**src/design/sqm_pkg.sv**
```systemverilog
// Shared types and constants for the signal quality monitor.
package sqm_pkg;

  // Widths of the stream payloads, packed and padded to whole bytes
  localparam int unsigned IN_TDATA_W  = 40;
  localparam int unsigned OUT_TDATA_W = 8;
  localparam int unsigned CFG_IDX_W   = 2;
  localparam int unsigned CFG_DATA_W  = 32;
  localparam int unsigned COUNT_W     = 32;
  localparam int unsigned HOLD_W      = 8;

  // Configuration register indexes
  localparam logic [CFG_IDX_W-1:0] CFG_ERROR_LIMIT = 2'd0;
  localparam logic [CFG_IDX_W-1:0] CFG_HOLD_TICKS  = 2'd1;

  // Reset value of the hold register
  localparam logic [HOLD_W-1:0] HOLD_TICKS_RST = 8'd5;

  // Quality codes
  typedef enum logic [2:0] {
    Q_UNKNOWN  = 3'd0,
    Q_NONE     = 3'd1,
    Q_FAINT    = 3'd2,
    Q_BAD      = 3'd3,
    Q_OK       = 3'd4,
    Q_BURSTY   = 3'd5,
    Q_CONSTANT = 3'd6
  } quality_t;

  // Controller states
  typedef enum logic [2:0] {
    ST_IDLE,
    ST_EVAL,
    ST_SCAN,
    ST_FIN,
    ST_PUSH
  } state_t;

  // Commands from the controller to the datapath
  typedef struct packed {
    logic load;  // input transfer: capture the tick
    logic eval;  // restart, hold and ring write step
    logic scan;  // issue one history read
    logic fin;   // last compare and quality from the count
    logic push;  // hand the result to the output register
  } sqm_cmd_t;

  // Status from the datapath to the controller
  typedef struct packed {
    logic need_scan;  // locked and not held: history must be scanned
    logic scan_last;  // read of the last history entry is being issued
    logic out_free;   // output register can take a result this cycle
  } sqm_stat_t;

endpackage

```
**src/design/signal_quality_monitor_core.sv**
```systemverilog
// Top level of the signal quality monitor: controller and datapath.
// A locked tick passes from its input transfer through the eval step, the history scan,
// the final compare and the push; an unlocked or held tick goes from eval to the push;
// one tick is in work at a time, and the push waits while the output is stalled.
// The scan of a locked tick reads the history through the single read port of its RAM.
// Reset (rst_n, synchronous, active low) marks the history empty, sets quality to unknown,
// error_limit to 0 and hold_ticks to 5; a tick can be taken in the cycle after it.
module signal_quality_monitor_core #(
  parameter int unsigned HISTORY_DEPTH = 16
) (
  input  logic                               clk,
  input  logic                               rst_n,
  // Configuration write channel
  input  logic                               cfg_valid,
  output logic                               cfg_ready,
  input  logic [sqm_pkg::CFG_IDX_W-1:0]      cfg_index,
  input  logic [sqm_pkg::CFG_DATA_W-1:0]     cfg_data,
  // Tick input
  input  logic                               in_tvalid,
  output logic                               in_tready,
  // [0] restart, [1] has_lock, [2] has_sync, [3] has_viterbi, [4] has_carrier,
  // [5] has_signal, [37:6] error_blocks, [39:38] zero
  input  logic [sqm_pkg::IN_TDATA_W-1:0]     in_tdata,
  // Result output
  output logic                               out_tvalid,
  input  logic                               out_tready,
  // [2:0] quality, [3] changed, [7:4] zero
  output logic [sqm_pkg::OUT_TDATA_W-1:0]    out_tdata
);
  import sqm_pkg::*;

  sqm_cmd_t  cmd;
  sqm_stat_t stat;

  // Configuration writes are always taken
  assign cfg_ready = 1'b1;

  sqm_ctrl u_ctrl (
    .clk       (clk),
    .rst_n     (rst_n),
    .in_tvalid (in_tvalid),
    .in_tready (in_tready),
    .stat      (stat),
    .cmd       (cmd)
  );

  sqm_dp #(
    .HISTORY_DEPTH (HISTORY_DEPTH)
  ) u_dp (
    .clk        (clk),
    .rst_n      (rst_n),
    .cfg_valid  (cfg_valid),
    .cfg_index  (cfg_index),
    .cfg_data   (cfg_data),
    .in_tdata   (in_tdata),
    .out_tvalid (out_tvalid),
    .out_tready (out_tready),
    .out_tdata  (out_tdata),
    .cmd        (cmd),
    .stat       (stat)
  );

endmodule

```
**src/design/sqm_ram.sv**
```systemverilog
// Generic single-port-write, single-port-read RAM with registered read data.
module sqm_ram #(
  parameter int unsigned WIDTH = 32,
  parameter int unsigned DEPTH = 16
) (
  input  logic                     clk,
  input  logic                     we,
  input  logic [$clog2(DEPTH)-1:0] waddr,
  input  logic [WIDTH-1:0]         wdata,
  input  logic                     re,
  input  logic [$clog2(DEPTH)-1:0] raddr,
  output logic [WIDTH-1:0]         rdata
);

  logic [WIDTH-1:0] mem_r [DEPTH];
  logic [WIDTH-1:0] rdata_r;

  // Write port
  always_ff @(posedge clk) begin
    if (we) begin
      mem_r[waddr] <= wdata;
    end
  end

  // Registered read port
  always_ff @(posedge clk) begin
    if (re) begin
      rdata_r <= mem_r[raddr];
    end
  end

  assign rdata = rdata_r;

endmodule

```
**src/design/sqm_ctrl.sv**
```systemverilog
// Controller state machine that sequences one tick through the datapath.
module sqm_ctrl (
  input  logic              clk,
  input  logic              rst_n,
  input  logic              in_tvalid,
  output logic              in_tready,
  input  sqm_pkg::sqm_stat_t stat,
  output sqm_pkg::sqm_cmd_t  cmd
);
  import sqm_pkg::*;

  state_t state_r, state_nxt;

  // State register
  always_ff @(posedge clk) begin
    if (!rst_n) begin
      state_r <= ST_IDLE;
    end else begin
      state_r <= state_nxt;
    end
  end

  // Next state and commands
  always_comb begin
    state_nxt = state_r;
    cmd       = '0;
    in_tready = 1'b0;
    case (state_r)
      ST_IDLE: begin
        in_tready = 1'b1;
        if (in_tvalid) begin
          cmd.load  = 1'b1;
          state_nxt = ST_EVAL;
        end
      end
      ST_EVAL: begin
        cmd.eval = 1'b1;
        if (stat.need_scan) begin
          state_nxt = ST_SCAN;
        end else begin
          state_nxt = ST_PUSH;
        end
      end
      ST_SCAN: begin
        cmd.scan = 1'b1;
        if (stat.scan_last) begin
          state_nxt = ST_FIN;
        end
      end
      ST_FIN: begin
        cmd.fin   = 1'b1;
        state_nxt = ST_PUSH;
      end
      ST_PUSH: begin
        if (stat.out_free) begin
          cmd.push  = 1'b1;
          state_nxt = ST_IDLE;
        end
      end
      default: begin
        state_nxt = ST_IDLE;
      end
    endcase
  end

endmodule

```
**src/design/sqm_dp.sv**
```systemverilog
// Datapath: configuration, tick registers, hold logic, error history and output register.
module sqm_dp #(
  parameter int unsigned HISTORY_DEPTH = 16
) (
  input  logic                                 clk,
  input  logic                                 rst_n,
  input  logic                                 cfg_valid,
  input  logic [sqm_pkg::CFG_IDX_W-1:0]        cfg_index,
  input  logic [sqm_pkg::CFG_DATA_W-1:0]       cfg_data,
  input  logic [sqm_pkg::IN_TDATA_W-1:0]       in_tdata,
  output logic                                 out_tvalid,
  input  logic                                 out_tready,
  output logic [sqm_pkg::OUT_TDATA_W-1:0]      out_tdata,
  input  sqm_pkg::sqm_cmd_t                    cmd,
  output sqm_pkg::sqm_stat_t                   stat
);
  import sqm_pkg::*;

  localparam int unsigned AW = $clog2(HISTORY_DEPTH);
  localparam logic [AW-1:0] LAST_SLOT = AW'(HISTORY_DEPTH - 1);

  // Configuration registers
  logic [COUNT_W-1:0] error_limit_r;
  logic [HOLD_W-1:0]  hold_ticks_r;

  // Captured tick
  logic               restart_r, lock_r, sync_r, vit_r, carrier_r, signal_r;
  logic [COUNT_W-1:0] blocks_r;

  // Monitor state
  quality_t           cur_r;
  quality_t           res_r;
  logic [HOLD_W-1:0]  hold_r;
  logic [AW-1:0]      slot_r;
  logic [HISTORY_DEPTH-1:0] hist_vld_r;

  // Scan state
  logic [AW-1:0]      idx_r;
  logic               rd_vld_r;
  logic               rd_ent_vld_r;
  logic [1:0]         over_r;

  // Output register
  logic               out_tvalid_r;
  quality_t           out_quality_r;
  logic               out_changed_r;

  // Evaluation signals
  logic               unk;
  logic [HOLD_W-1:0]  hold_a, hold_b, hold_nxt;
  logic               held;
  logic [COUNT_W-1:0] blocks_eff;
  quality_t           q_nolock;
  logic [COUNT_W-1:0] rd_data;
  logic               hit;
  logic [1:0]         over_cur;
  quality_t           q_lock;

  // Configuration writes; unknown indexes are ignored
  always_ff @(posedge clk) begin
    if (!rst_n) begin
      error_limit_r <= '0;
      hold_ticks_r  <= HOLD_TICKS_RST;
    end else if (cfg_valid) begin
      case (cfg_index)
        CFG_ERROR_LIMIT: error_limit_r <= cfg_data;
        CFG_HOLD_TICKS:  hold_ticks_r  <= cfg_data[HOLD_W-1:0];
        default: ;
      endcase
    end
  end

  // Capture the tick on its input transfer
  always_ff @(posedge clk) begin
    if (cmd.load) begin
      restart_r <= in_tdata[0];
      lock_r    <= in_tdata[1];
      sync_r    <= in_tdata[2];
      vit_r     <= in_tdata[3];
      carrier_r <= in_tdata[4];
      signal_r  <= in_tdata[5];
      blocks_r  <= in_tdata[37:6];
    end
  end

  // Restart acts first, lock while unknown clears the hold, then the hold test
  always_comb begin
    unk        = restart_r || (cur_r == Q_UNKNOWN);
    hold_a     = restart_r ? hold_ticks_r : hold_r;
    hold_b     = (unk && lock_r) ? '0 : hold_a;
    held       = unk && (hold_b != '0);
    hold_nxt   = held ? (hold_b - HOLD_W'(1)) : hold_b;
    blocks_eff = (unk && !held) ? '0 : blocks_r;
    if (sync_r || vit_r || carrier_r) begin
      q_nolock = Q_BAD;
    end else if (signal_r) begin
      q_nolock = Q_FAINT;
    end else begin
      q_nolock = Q_NONE;
    end
  end

  // History compare; entries never written read as zero
  always_comb begin
    hit      = rd_vld_r && rd_ent_vld_r && (rd_data > error_limit_r);
    over_cur = (hit && (over_r != 2'd2)) ? (over_r + 2'd1) : over_r;
    case (over_cur)
      2'd0:    q_lock = Q_OK;
      2'd1:    q_lock = Q_BURSTY;
      default: q_lock = Q_CONSTANT;
    endcase
  end

  // History ring of past error counts
  sqm_ram #(
    .WIDTH (COUNT_W),
    .DEPTH (HISTORY_DEPTH)
  ) u_hist (
    .clk   (clk),
    .we    (cmd.eval && !held && lock_r),
    .waddr (slot_r),
    .wdata (blocks_eff),
    .re    (cmd.scan),
    .raddr (idx_r),
    .rdata (rd_data)
  );

  // Hold counter, ring pointer and per-entry valid bits
  always_ff @(posedge clk) begin
    if (!rst_n) begin
      hold_r     <= '0;
      slot_r     <= '0;
      hist_vld_r <= '0;
    end else if (cmd.eval) begin
      hold_r <= hold_nxt;
      if (!held && lock_r) begin
        hist_vld_r[slot_r] <= 1'b1;
        slot_r <= (slot_r == LAST_SLOT) ? '0 : (slot_r + AW'(1));
      end
    end
  end

  // Scan sequencing: read address, read-data valid and errored-entry count
  always_ff @(posedge clk) begin
    if (!rst_n) begin
      rd_vld_r <= 1'b0;
    end else begin
      rd_vld_r <= cmd.scan;
    end
  end

  always_ff @(posedge clk) begin
    if (cmd.eval) begin
      idx_r  <= '0;
      over_r <= '0;
    end else if (cmd.scan) begin
      idx_r        <= idx_r + AW'(1);
      rd_ent_vld_r <= hist_vld_r[idx_r];
      over_r       <= over_cur;
    end
  end

  // Result of the tick
  always_ff @(posedge clk) begin
    if (cmd.eval) begin
      res_r <= held ? Q_UNKNOWN : q_nolock;
    end else if (cmd.fin) begin
      res_r <= q_lock;
    end
  end

  // Current quality follows every delivered result
  always_ff @(posedge clk) begin
    if (!rst_n) begin
      cur_r <= Q_UNKNOWN;
    end else if (cmd.push) begin
      cur_r <= res_r;
    end
  end

  // Output register
  always_ff @(posedge clk) begin
    if (!rst_n) begin
      out_tvalid_r <= 1'b0;
    end else if (cmd.push) begin
      out_tvalid_r <= 1'b1;
    end else if (out_tready) begin
      out_tvalid_r <= 1'b0;
    end
  end

  always_ff @(posedge clk) begin
    if (cmd.push) begin
      out_quality_r <= res_r;
      out_changed_r <= (res_r != cur_r);
    end
  end

  assign out_tvalid = out_tvalid_r;
  assign out_tdata  = {4'b0000, out_changed_r, out_quality_r};

  // Status to the controller
  assign stat.need_scan = lock_r && !held;
  assign stat.scan_last = (idx_r == LAST_SLOT);
  assign stat.out_free  = !out_tvalid_r || out_tready;

endmodule

```
**config.mk**
```make
export PLATFORM = sky130hd
export DESIGN_NAME = signal_quality_monitor_core
export DESIGN_NICKNAME = d
export VERILOG_FILES = /design/src/design/sqm_pkg.sv /design/src/design/signal_quality_monitor_core.sv /design/src/design/sqm_ram.sv /design/src/design/sqm_ctrl.sv /design/src/design/sqm_dp.sv
export SDC_FILE = /design/constraint.sdc
export NUM_CORES = 1
export LEC_CHECK = 0
export BUFFER_PORTS_ARGS = -buffer_cell sky130_fd_sc_hd__buf_2
export CORE_MARGIN = 2
export CORE_UTILIZATION = 45
export DETAILED_ROUTE_END_ITERATION = 10
export GPL_ROUTABILITY_DRIVEN = 0
export PLACE_DENSITY = 0.7
export SLEW_MARGIN = 30
export SYNTH_ARGS = -nofsm -noshare
export SYNTH_HDL_FRONTEND = slang
export SYNTH_HIERARCHICAL = 1
export SYNTH_SLANG_ARGS = --single-unit
```
**constraint.sdc**
```tcl
create_clock -name clk -period 4.7 [get_ports clk]
set_clock_uncertainty 0.2 [all_clocks]
set_input_delay 0.235 -clock clk [delete_from_list [all_inputs] [get_ports clk]]
set_output_delay 0.235 -clock clk [all_outputs]
set_load 0.1 [all_outputs]
```
* Word level (Yosys, flattened, before mapping)
Memory sizes are Yosys's and may differ from the RTL's. A register that Yosys moved wholly into a read port is not among the register bits. Cells that the tools add are included.
Storage, ports and cells: memories 1, bits in writable memories 512, output and inout bits 11, input bits 79, logic and storage cells 107, bits in registers 128
Memories:
- u_dp.u_hist.mem_r | depth 16, width 32, rd ports 1, clocked after Yosys merged registers in 1, write ports 1, line sqm_ram.sv:15 | logic [WIDTH-1:0] mem_r [DEPTH];
Cells by class: equality and inequality tests 13, muxes and demuxes 33, $lt $le $gt $ge 4, add/sub/neg operators 4, bitwise gates (word level) 2, reduce and logical (&&, ||, !) cells 28
Operator list (count):
- $gt 32x32->1 | 1
- $mux 32 | 1
- $mux 3 | 8
- $mux 8 | 3
- $or 16x16->16 | 1
- $pmux 3 s5 | 1
- $mux 1 | 14
- $logic_and 1x1->1 | 10
- $lt 4x5->1 const B | 2
- $add 4x1->4 const B | 2
- $eq 4x4->1 const B | 2
- $ne 2x2->1 const B | 4
- $reduce_and 2->1 | 4
- $reduce_bool 8->1 | 1
- $sub 8x1->8 const B | 1
- $eq 3x2->1 const B | 2
- $logic_not 3->1 | 2
- $bmux 1 s4 | 1
- $demux 1 s4 | 1
- $eq 2x1->1 const B | 2
- $ge 4x1->1 const B | 1
- $logic_not 2->1 | 2
- $logic_or 1x1->1 | 4
- $mux 2 | 2
- 10 further kinds | 12

* Longest topological paths before layout
depth after elaboration 11, depth in mapped cells 10, mapped depth without buffers 9

* By module
The synthesis kept the hierarchy.
Modules (own cells, without submodules):
- sqm_ram | cells an instance 838, sequential area each 16335.7 sq um, times used 1, area an instance 20156.8 sq um
- sqm_dp | cells an instance 626, sequential area each 2962.8 sq um, times used 1, area an instance 6173.4 sq um
- sqm_ctrl | cells an instance 27, sequential area each 60.1 sq um, times used 1, area an instance 203.9 sq um
- signal_quality_monitor_core | cells an instance 2, sequential area each 0.0 sq um, times used 1, area an instance 11.3 sq um

* Worst setup path before layout
OpenSTA, ideal clock, no wires.
path kind flip-flop to flip-flop, from register u_dp.restart_r, to memory u_dp.u_hist.mem_r[0][0] (enable), buffers on the path 2, library setup time 461 ps, arrival 4472 ps, stages on the path, launching flop included 9, path slack -433 ps, data required time 4039 ps, clock period less this slack 5133 ps, cell sequence edfxtp_1 buf_6 mux2_1 nand2_1 ha_1 o211a_1 buf_1 or3b_2 nor3_1
Between the ends: cells in the longest elaborated chain, start to end 10, elaborated cells between the ends (all ways) 11, classes of those cells mux (4); reduce/logical (7)
Ends and longest elaborated chain:
- start: declaration | line sqm_dp.sv:27 | logic restart_r, lock_r, sync_r, vit_r, carrier_r, signal_r;
- start signal: assignment | line sqm_dp.sv:76 | restart_r <= in_tdata[0];
- $logic_or 1x1->1 | line sqm_dp.sv:88 | unk = restart_r || (cur_r == Q_UNKNOWN);
- $logic_and 1x1->1 | line sqm_dp.sv:90 | hold_b = (unk && lock_r) ? '0 : hold_a;
- $mux 8 | line sqm_dp.sv:90
- $reduce_bool 8->1 | line sqm_dp.sv:91 | held = unk && (hold_b != '0);
- $logic_and 1x1->1 (*) | line sqm_dp.sv:91
- $logic_not 1->1 (*) | line sqm_dp.sv:120 | .we (cmd.eval && !held && lock_r),
- $logic_and 1x1->1 (*) (2 in a row) | line sqm_dp.sv:120
- $mux 1 (*) | line sqm_ram.sv:20 | if (we) begin
- $mux 1 (not written as such) (*) | line sqm_ram.sv:21 | mem_r[waddr] <= wdata;
- end: declaration | line sqm_ram.sv:15
Mark *: on every way between the ends. The rest lies on a longest branch, timed or not.

* Worst setup path after layout
from register u_dp.cur_r[2], to memory u_dp.u_hist.mem_r[0][8] (enable)
Between the ends: cells in the longest elaborated chain, start to end 11
Ends and longest elaborated chain:
- start: declaration | line sqm_dp.sv:31 | quality_t cur_r;
- start signal: assignment | line sqm_dp.sv:177 | cur_r <= res_r;
- $logic_not 3->1 (*) | line sqm_dp.sv:88
- $logic_or 1x1->1 (*) | line sqm_dp.sv:88
- $logic_and 1x1->1 | line sqm_dp.sv:90
- $mux 8 | line sqm_dp.sv:90
- $reduce_bool 8->1 | line sqm_dp.sv:91
- $logic_and 1x1->1 (*) | line sqm_dp.sv:91
- $logic_not 1->1 (*) | line sqm_dp.sv:120
- $logic_and 1x1->1 (*) (2 in a row) | line sqm_dp.sv:120
- $mux 1 (*) | line sqm_ram.sv:20
- $mux 1 (not written as such) (*) | line sqm_ram.sv:21
Marks and branches as above.

==> flow_summary.ini <==
[placement]
port_buffers = 82
place_hpwl_mm = 34.0

[setup_path]
critPathKind = reg2reg
required_ns = 4.76
cpPeakStageDelay_ns = 0.61
cp.arrival_ns = 3.79
crit_path_start_kind = flip-flop
worst-path-max-fanout = 19
worst_setup_path_end_kind = flip-flop
path_cells = nor3_1 > o21ai_1 > nand2_1 > ha_1 > o211a_1 > or3b_2 > nor3_4 > buf_4
slowest_stage = or3b_2

[layout]
synthToLayoutAreaGrowth_pct = 17.9
final_util = 0.533
layout_common_cells = 590 x edfxtp_1, 133 x mux4_2, 115 x nand2_1
drive_gt1_frac = 0.229
fin_nets = 1826
final_common_cell = edfxtp_1
fillers = 4517
antennaDiodeCount = 0

[timing]
period_share = 0.794
slew-limit-headroom = 0.497
finalHoldViolations = 0
tns_ns = 0
setup_viol = 0
rsz0062_at_grt = false
holdWs_ns = 0.138
period_minus_slack_ns = 3.73
drv_slew = 0
fmax_ghz = 0.268
tightestPinTransition_ns = 0.755

[drt]
dr_total_vias = 14200
drt_pass1_iterations = 5
vias_per_cell = 5.60
wirelength_mm = 57.0
dr.first_iter.drc_count = 1105
drcViolationCount = 0
wl_per_cell_um = 22.5
antenna_left = 0

[power_and_ir_drop]
power_density_nw_per_um2 = 449
peakVddDrop_uv = 263
p_leak_nw = 10.2

[clock_network]
cts.sinks = 672
cts_setup_buffers = 0
cts_root_buf = clkbuf_16
cts_tree = yes
h-tree-depth = 3
numCtsBuffers = 71
clkLatencyLatePin_ns = 0.60
clk_pin_slew_ns = 0.06
clock_path_buffers = 3

[floorplanning]
coreArea_um2 = 58700
die_w_um = 247
dieArea_um2 = 60900
rows = 89
die_h_um = 247
io_pins = 90
initial_core_util = 0.452

[grt]
met1_usage = 0.263
grt_remaining_overflow = 0
grt_pass1_wl_mm = 87.0
met2_usage = 0.314
first_global_vias = 14600
met3_usage = 0.0329
grt_usage = 0.191
grt_busiest_layer = met2
antenna_found_initial = 1
grt_max_degree = 49

[synth]
synth_flop_cell = edfxtp_1
ys_ff_latch = 672
synth_edf_count = 590
synth_async_sr_flop_share = 0
synth.avg_cell_area_um2 = 17.8
yosysUniqueCellTypes = 73
yosysWarningCount = 6
syn-cell-area_um2 = 26500
syn_inst = 1493
ys_seq_area_frac = 0.729

[job]
cap_violations = 0

[hold_path]
hp-class = in2reg

[status]
status = complete, no violations
[logic make-up after synthesis]
| logic type | after synthesis | share of synthesized area |
|---|---|---|
| flops | 672 | 0.729 |
| simple gates | 288 | 0.0516 |
| compound gates | 198 | 0.0524 |
| mux | 161 | 0.124 |
| buf+inv | 122 | 0.0204 |
| fa+ha+maj | 40 | 0.0189 |
| xor+xnor | 10 | 0.00330 |
| other cells | 2 | 0.000283 |
[routing by layer]
layer	vias to the layer above	share of wire	wire length (um)
met5	-	0	0
met4	0	0.017	975
met3	71	0.064	3640
met2	477	0.49	27800
met1	7301	0.43	24500
li1	6340	-	-
[cells in the mapped netlist, types with 2 or more instances]
cell type,n,area share
clkbuf_1,42,0.0059
a31oi_1,16,0.0038
or3b_2,2,0.00066
buf_6,2,0.00085
buf_4,15,0.0042
conb_1,2,0.00028
buf_1,12,0.0017
o21bai_1,3,0.00085
o21ai_0,13,0.0025
a22oi_1,66,0.019
a32o_1,2,0.00075
buf_2,9,0.0017
o21ai_1,2,0.00038
a21o_1,4,0.0011
o31a_1,2,0.00066
a311oi_1,2,0.00066
mux4_2,133,0.11
xor2_1,3,0.00099
ha_1,40,0.019
dfxtp_1,82,0.062
a21oi_1,40,0.0075
nand2_1,115,0.016
nor3_1,15,0.0028
nand4_1,9,0.0021
mux2_1,4,0.0017
inv_1,40,0.0057
and3_1,3,0.00071
mux2i_1,19,0.0072
nand3b_1,4,0.0011
xnor2_1,7,0.0023
nand3_1,4,0.00075
nand2b_1,4,0.00094
nor2_1,66,0.0093
and2_1,38,0.0090
nor2b_1,12,0.0028
o22ai_1,4,0.00094
mux2_2,4,0.0017
nor4_1,5,0.0012
a21boi_0,21,0.0059
o211ai_1,3,0.00085
edfxtp_1,590,0.67
a2111oi_0,2,0.00066
nor4_2,2,0.00094
[timing repair]
| item | CTS | global route |
|---|---|---|
| resized for setup | 0 | 0 |
| hold buffers | 86 | 0 |
| hold endpoints to repair | 85 | 0 |
[sequential cells by signal (all words and copies together) (netlist names), 4 cells and up]
name,count
u_dp/hist_vld_r,16
u_dp/blocks_r,32
u_dp/u_hist/rdata,32
u_dp/hold_r,8
u_dp/idx_r,4
u_dp/hold_ticks_r,8
u_dp/slot_r,4
u_dp/error_limit_r,32
u_dp/u_hist/mem_r,512
[through the flow]
step / instances / setup WS, ns / power, mW / instance area (um^2)
2_1_floorplan: 1496 / 0.438 / 8.34 / 26600
3_3_place_gp: 2317 / 1.12 / 8.74 / 28100
3_5_place_dp: 2321 / 1.02 / 8.80 / 28200
4_1_cts: 2533 / 1.00 / 14.2 / 31300
5_1_grt: 2533 / 0.727 / 14.6 / 31300
6_report: 2533 / 0.970 / 14.1 / 31300
[power by group]
| group | total [mW] | internal [mW] | switching [mW] |
|---|---|---|---|
| sequential | 6.99 | 6.86 | 0.126 |
| combinational | 1.73 | 0.755 | 0.970 |
| clock | 5.34 | 3.11 | 2.24 |
| total | 14.1 | 10.7 | 3.33 |
[worst max-delay path: cells and delay by family, from the launching register on]
family / cells / cell delay, ns
buffers and inverters: 1 / 0.36
adders and majority gates: 1 / 0.45
and+or+nand+nor: 4 / 1.42
AOI/OAI and AO/OA: 2 / 0.62
DFF: 1 / 0.33
[cell type report]
class / count / area, um^2 / area share
clock buffer: 91 / 1910 / 0.0612
sequential: 672 / 19400 / 0.619
multi-input combinational: 702 / 6830 / 0.218
clock inverter: 35 / 297 / 0.00947
inverter: 42 / 158 / 0.00504
timing repair buffer: 218 / 1780 / 0.0568
tap: 773 / 967 / 0.0309
[path summary, 6_finish.rpt]
path,from,end,slack (ns),depth (start not counted)
worst max-delay path,u_dp/cur_r[2],u_dp/u_hist/mem_r[0][8],0.97,8
worst min-delay path,in_tdata[20],u_dp/blocks_r[14],0.14,2
worst max register to register,u_dp/cur_r[2],u_dp/u_hist/mem_r[0][8],0.97,8
worst min register to register,u_dp/error_limit_r[3],u_dp/error_limit_r[3],0.26,2
Power figures use the tool's default switching activity.
